`src/design/cgg_pkg.sv`:
```
// Shared constants, sine table and helper function of the costmap grid fuser.
`timescale 1ns / 1ps
package cgg_pkg;

   localparam int LOCAL_DIM  = 64;
   localparam int LOCAL_HALF = LOCAL_DIM / 2;

   localparam logic [15:0]        CPM_RESET = 16'd2560;
   localparam logic signed [15:0] COS_RESET = 16'sd16384;

   // Shared multiplier operand and product widths.
   localparam int MUL_A_W = 34;
   localparam int MUL_B_W = 17;
   localparam int MUL_P_W = MUL_A_W + MUL_B_W;

   // Quarter wave of round(16384 * sin) at 1/128-turn steps.
   localparam logic [14:0] QUARTER_SINE [0:32] = '{
      15'd0, 15'd804, 15'd1606, 15'd2404, 15'd3196, 15'd3981, 15'd4756, 15'd5520,
      15'd6270, 15'd7005, 15'd7723, 15'd8423, 15'd9102, 15'd9760, 15'd10394,
      15'd11003, 15'd11585, 15'd12140, 15'd12665, 15'd13160, 15'd13623,
      15'd14053, 15'd14449, 15'd14811, 15'd15137, 15'd15426, 15'd15679,
      15'd15893, 15'd16069, 15'd16207, 15'd16305, 15'd16364, 15'd16384
   };

   // Sine of a 1/128-turn step in Q1.14.
   function automatic logic signed [15:0] sine_step(input logic [6:0] s);
      logic [5:0]  idx;
      logic [15:0] mag;
      idx = s[5] ? (6'd32 - {1'b0, s[4:0]}) : {1'b0, s[4:0]};
      mag = {1'b0, QUARTER_SINE[idx]};
      return s[6] ? $signed(16'd0 - mag) : $signed(mag);
   endfunction

endpackage

```
`src/design/cgg_mul.sv`:
```
// Shared signed multiplier with a registered product.
`timescale 1ns / 1ps
module cgg_mul
   import cgg_pkg::*;
(
   input  logic                      clock,
   input  logic signed [MUL_A_W-1:0] mul_a,
   input  logic signed [MUL_B_W-1:0] mul_b,
   output logic signed [MUL_P_W-1:0] prod_ff
);

   logic signed [MUL_P_W-1:0] prod_in;

   assign prod_in = MUL_P_W'(mul_a) * MUL_P_W'(mul_b);

   always_ff @(posedge clock) begin
      prod_ff <= prod_in;
   end

endmodule

```
`config.mk`:
```
export PLATFORM = sky130hd
export DESIGN_NAME = cgg_mul
export DESIGN_NICKNAME = d
export VERILOG_FILES = /design/src/design/cgg_pkg.sv /design/src/design/cgg_mul.sv
export SDC_FILE = /design/constraint.sdc
export NUM_CORES = 2
export LEC_CHECK = 0
export BUFFER_PORTS_ARGS = -buffer_cell sky130_fd_sc_hd__buf_2
export CORE_MARGIN = 3
export CORE_UTILIZATION = 40
export CTS_CLUSTER_SIZE = 20
export DETAILED_ROUTE_END_ITERATION = 8
export PLACE_DENSITY = 0.65
export SYNTH_ARGS = -nofsm -noshare
export SYNTH_HDL_FRONTEND = slang
export SYNTH_SLANG_ARGS = --single-unit
export TNS_END_PERCENT = 5
```
`constraint.sdc`:
```
create_clock -name clock -period 14.9 [get_ports clock]
set_input_delay 2.235 -clock clock [delete_from_list [all_inputs] [get_ports clock]]
set_output_delay 2.235 -clock clock [all_outputs]
set_load 0.005 [all_outputs]
```
; ---- After elaboration in Yosys (flattened, before gate mapping)
; Index checks and enable logic that the tools add are counted.
[op_classes]
mul = 1
[ops]
columns = op, count
row1 = $mul 34x17->51, 1
[word_totals]
regBits = 51
input_bits = 52
out_inout_bits = 51
elab_cells = 2

; ---- Logic depth before layout (Yosys ltp)
[logic_depth]
depth_word = 1
mapped_depth = 25
mapped_depth_nobuf = 23

; ---- Least setup slack after synthesis
; No wires, ideal clock.
[synth_path]
kind = input port to flip-flop
startpoint = input mul_b[8]
endpoint = register prod_ff[50]
setup_ns = 0.128
arrival_ns = 7.838
required_ns = 14.772
path_slack_ns = 6.934
path_stages = 22
cell_sequence = clkbuf_1 -> clkbuf_1 -> nand2_1 -> fa_1 -> inv_1 -> fa_1 -> fa_1 -> fa_1 -> fa_1 -> inv_1 -> fa_1 -> inv_1 -> ha_1 -> nand2_1 -> nor2_1 -> o21bai_4 -> a2111oi_4 -> o32a_2 -> a21oi_4 -> o31ai_4 -> and4_1 -> nor3_2
[synth_between]
elab_chain_cells = 1
[synth_rtl]
columns = item, line_no
row1 = "start, declared", cgg_mul.sv:8  ; input logic signed [MUL_B_W-1:0] mul_b,
row2 = $mul 34x17->51, cgg_mul.sv:14  ; assign prod_in = MUL_P_W'(mul_a) * MUL_P_W'(mul_b);
row3 = via prod_in[50], cgg_mul.sv:12  ; logic signed [MUL_P_W-1:0] prod_in;
row4 = "end signal, assigned", cgg_mul.sv:17  ; prod_ff <= prod_in;
row5 = "end, declared", cgg_mul.sv:9  ; output logic signed [MUL_P_W-1:0] prod_ff
; The timed path passes the listed nets, and every way through them passes these cells.

; ---- Worst setup path after layout
[layout_path]
startpoint = input mul_b[2]
endpoint = register prod_ff[49]
; Same word-level chain as after synthesis.

==> PnR_summary.wiki <==
{| class="wikitable"
! Metric !! Value
|-
| Routed wire length per instance || 17.7 um
|-
| Number of slew-limit violations in the final report || 0
|-
| Synth Instances || 2223
|-
| Share of synthesized area spent on multiplexers || 0%
|-
| Via count of the first global-routing pass || 16271
|-
| CTS sink count || 51
|-
| Total overflow reported by the global router || 0
|-
| Vias per cell || 5.02
|-
| Largest net degree at the start of global routing || 35
|-
| Termination of the worst setup path || prod_ff[49]
|-
| Total of endpoints with negative setup slack in the final report || 0
|-
| Avg Inst Size Synth || 9.31 um2
|-
| Hold Vio Cnt, Final || 0
|-
| Fin worst setup slack || 5.96 ns
|-
| Width of the die || 233 um
|-
| Maximum operating frequency || 112 MHz
|-
| Floorplan Core Area || 50600 um2
|-
| Required time of the worst setup path || 15.16 ns
|-
| Gp weighted congestion || 0.919
|-
| Post-placement setup slack || 5.70 ns
|-
| Xor and xnor area share after synthesis || 2.16%
|-
| Worst slew margin relative to its limit || 32.3%
|-
| Top cells by area in the synthesized netlist || sky130_fd_sc_hd__fa_1 53%, sky130_fd_sc_hd__inv_1 9.7%, sky130_fd_sc_hd__and2_1 7.6%, sky130_fd_sc_hd__ha_1 7.2%, sky130_fd_sc_hd__nand2_1 6.1%
|-
| Resized Gates After CTS || 0
|-
| Critical Path Slowest Stage Cell || sky130_fd_sc_hd__buf_2
|-
| Post-route DRC violation count || 0
|-
| Vias || 14622
|-
| Number of violations reported at the end of detailed-routing iteration 0 || 757
|-
| Top-level port count || 103
|-
| Area of the die || 54500 um2
|-
| Unique cell type count in the Yosys netlist || 63
|-
| Initial cell density of the core || 40.9%
|-
| Kind of start point of the critical path || input port
|-
| Run status || finished clean
|-
| Row cnt || 82
|-
| Die Height || 233 um
|-
| Synth Net Count || 2945
|-
| Unrepaired setup endpoints after global routing || no
|-
| TritonCTS clock tree || done
|-
| Proportion of synthesized chip area in sequential cells || 4.93%
|-
| Sequence of cells on the critical path || buf_2, nand2_1, fa_1, fa_1, fa_1, inv_1, fa_1, fa_1, inv_1, fa_1, inv_1, ha_1, nand2_1, o31ai_4, a21oi_2, o211a_1, o31a_1, o21ai_1, xor2_1
|-
| Largest area contributor in the synthesized netlist || sky130_fd_sc_hd__fa_1
|-
| Area grow syn2layout || 5.62%
|-
| Number of warnings printed during yosys synthesis || 0
|-
| Max-Cap Viols || 0
|-
| Setup crit start || mul_b[2]
|-
| Root Buffer || sky130_fd_sc_hd__clkbuf_16
|-
| Count of input and output buffers || 102
|-
| Clock tree buffer depth || 2
|-
| Buffers & Inverters on Critical Path || 4
|-
| Inserted Clock Buffers || 5
|-
| Global router's overall resource usage || 20.3%
|-
| Buffers inserted during post-CTS setup optimization || 0
|-
| Worst hold path class || in -> reg
|-
| Syn Std Cell Area || 20700 um2
|-
| Proportion of layout cells with a drive suffix above 1 || 6.02%
|-
| Synthesized-area fraction occupied by and/or/nand/nor cells || 15.8%
|-
| Fraction of the mapped netlist area in compound gates || 5.16%
|-
| Final worst-path cycle share || 60.0%
|-
| Stages on worst setup path || 19
|-
| Top-area cell type share of the netlist area || 53.3%
|-
| Arrival time reported for the critical path endpoint || 9.21 ns
|-
| Area share of fa/ha/maj cells after synthesis || 60.5%
|-
| Largest registers in the final layout || prod_ff x51
|-
| Register with the most flip-flops || prod_ff
|-
| Total inserted antenna cells || 0
|-
| Critical path's most frequent cell || sky130_fd_sc_hd__fa_1
|-
| Maximum fanout encountered on the critical timing path || 34
|-
| Number of enable flip-flop cells after synthesis || 0
|-
| Number of iterations in the first detailed-routing pass || 5
|-
| Kind of end point of the critical path || flop
|-
| Shortest clock period the worst path allows after layout || 8.94 ns
|-
| Crit Path Class || in -> reg
|-
| Largest delay contributor family on the critical path || adder cells
|-
| DP Wirelength || 42300 um
|-
| Measured slew at the worst slew-check pin || 1.02 ns
|-
| Peak per-stage delay on the critical path || 0.74 ns
|-
| Share of flip-flops with an asynchronous set or reset || 0%
|-
| Total Negative Setup Slacks || 0 ns
|-
| Flip-flop count of the largest register, all copies and words added || 51
|-
| Final nets || 2964
|-
| Post-CTS clock slew at the launch and capture registers of the worst setup and hold paths || 0.07 ns
|-
| Dominant synthesized flop cell || sky130_fd_sc_hd__dfxtp_1
|-
| Antenna violations before repair || 5
|-
| CTS H-tree lvls || 2
|-
| Routed WL || 51700 um
|-
| Hold Crit Start || mul_a[0]
|-
| DRT antenna net count || 0
|-
| Register bit count reported by yosys || 51
|-
| Dominant combinational cell family by area after synthesis || adder cells
|-
| Wire length of the first global-routing pass || 86000 um
|-
| Hold buffer count at cts || 0
|}
-- area by class of cell --
type,instances,area [um2]
multi-input combinational,1544,17300
tap,672,841
clock buffer,6,129
sequential,51,1020
inverter,535,2010
timing repair buffer,105,533
clock inverter,2,12.5
fill,4923,28700
-- through the flow --
step,std cells,hold WS (ns),instance area (um2),util (%)
6_report,2915,2.36,21900,43.2
3_3_place_gp,2907,2.61,21700,42.9
3_5_place_dp,2907,2.62,21700,42.9
2_1_floorplan,2223,2.36,20700,-
4_1_cts,2915,2.34,21900,43.2
5_1_grt,2915,2.37,21900,43.2
-- Yosys cell counts, types with 7 or more instances --
cell                       number
sky130_fd_sc_hd__dfxtp_1       51
sky130_fd_sc_hd__o21ai_0       17
sky130_fd_sc_hd__nand2b_1       7
sky130_fd_sc_hd__xnor2_1       43
sky130_fd_sc_hd__and2_1       252
sky130_fd_sc_hd__inv_1        535
sky130_fd_sc_hd__o21bai_1       8
sky130_fd_sc_hd__a21oi_1       45
sky130_fd_sc_hd__ha_1         119
sky130_fd_sc_hd__fa_1         551
sky130_fd_sc_hd__clkbuf_1      91
sky130_fd_sc_hd__nand2_1      335
sky130_fd_sc_hd__xor2_1         8
sky130_fd_sc_hd__o21ai_1        8
sky130_fd_sc_hd__o21a_1         7
sky130_fd_sc_hd__nor2_1        52
sky130_fd_sc_hd__a21o_1        18
-- kinds of logic (layout without fill, tap and decap cells) --
logic type | after synthesis | in the layout
AND/OR/NAND/NOR | 676 | 676
adder cells (fa/ha/maj) | 670 | 670
buffers and inverters | 628 | 648
AO/OA/AOI/OAI | 147 | 147
XOR/XNOR | 51 | 51
flip-flops | 51 | 51
-- cells in the final DEF, fill, tap and decap left out, types with 8 or more instances in the layout --
cell | Yosys | layout
sky130_fd_sc_hd__o21ai_1 | 8 | 8
sky130_fd_sc_hd__buf_2 | 2 | 102
sky130_fd_sc_hd__ha_1 | 119 | 119
sky130_fd_sc_hd__o21bai_1 | 8 | 8
sky130_fd_sc_hd__dfxtp_1 | 51 | 51
sky130_fd_sc_hd__o21ai_0 | 17 | 17
sky130_fd_sc_hd__nand2_1 | 335 | 335
sky130_fd_sc_hd__xnor2_1 | 43 | 43
sky130_fd_sc_hd__xor2_1 | 8 | 8
sky130_fd_sc_hd__a21o_1 | 18 | 18
sky130_fd_sc_hd__inv_1 | 535 | 535
sky130_fd_sc_hd__fa_1 | 551 | 551
sky130_fd_sc_hd__a21oi_1 | 45 | 45
sky130_fd_sc_hd__nor2_1 | 52 | 52
sky130_fd_sc_hd__and2_1 | 252 | 252
-- routing by layer --
| layer | wire [um] | global-route usage [%] |
|---|---|---|
| met5 | 35 | 0 |
| met3 | 3000 | 3.41 |
| met1 | 20600 | 25.8 |
| met2 | 26500 | 35.6 |
| met4 | 1510 | 6.27 |
-- worst min-delay path by stage --
| stage | endpoint | slack (ns) | depth (start not counted) |
|---|---|---|---|
| after floorplan | prod_ff[0] | 2.36 | 1 |
| after global placement | prod_ff[4] | 2.61 | 1 |
| after detailed placement | prod_ff[4] | 2.62 | 1 |
| after CTS | prod_ff[0] | 2.34 | 2 |
| after global routing | prod_ff[0] | 2.37 | 2 |
| final | prod_ff[0] | 2.36 | 2 |
Power is left out: the tool's default activity adds up to more than one toggle a clock period on the data nets, which glitch-free logic cannot reach.
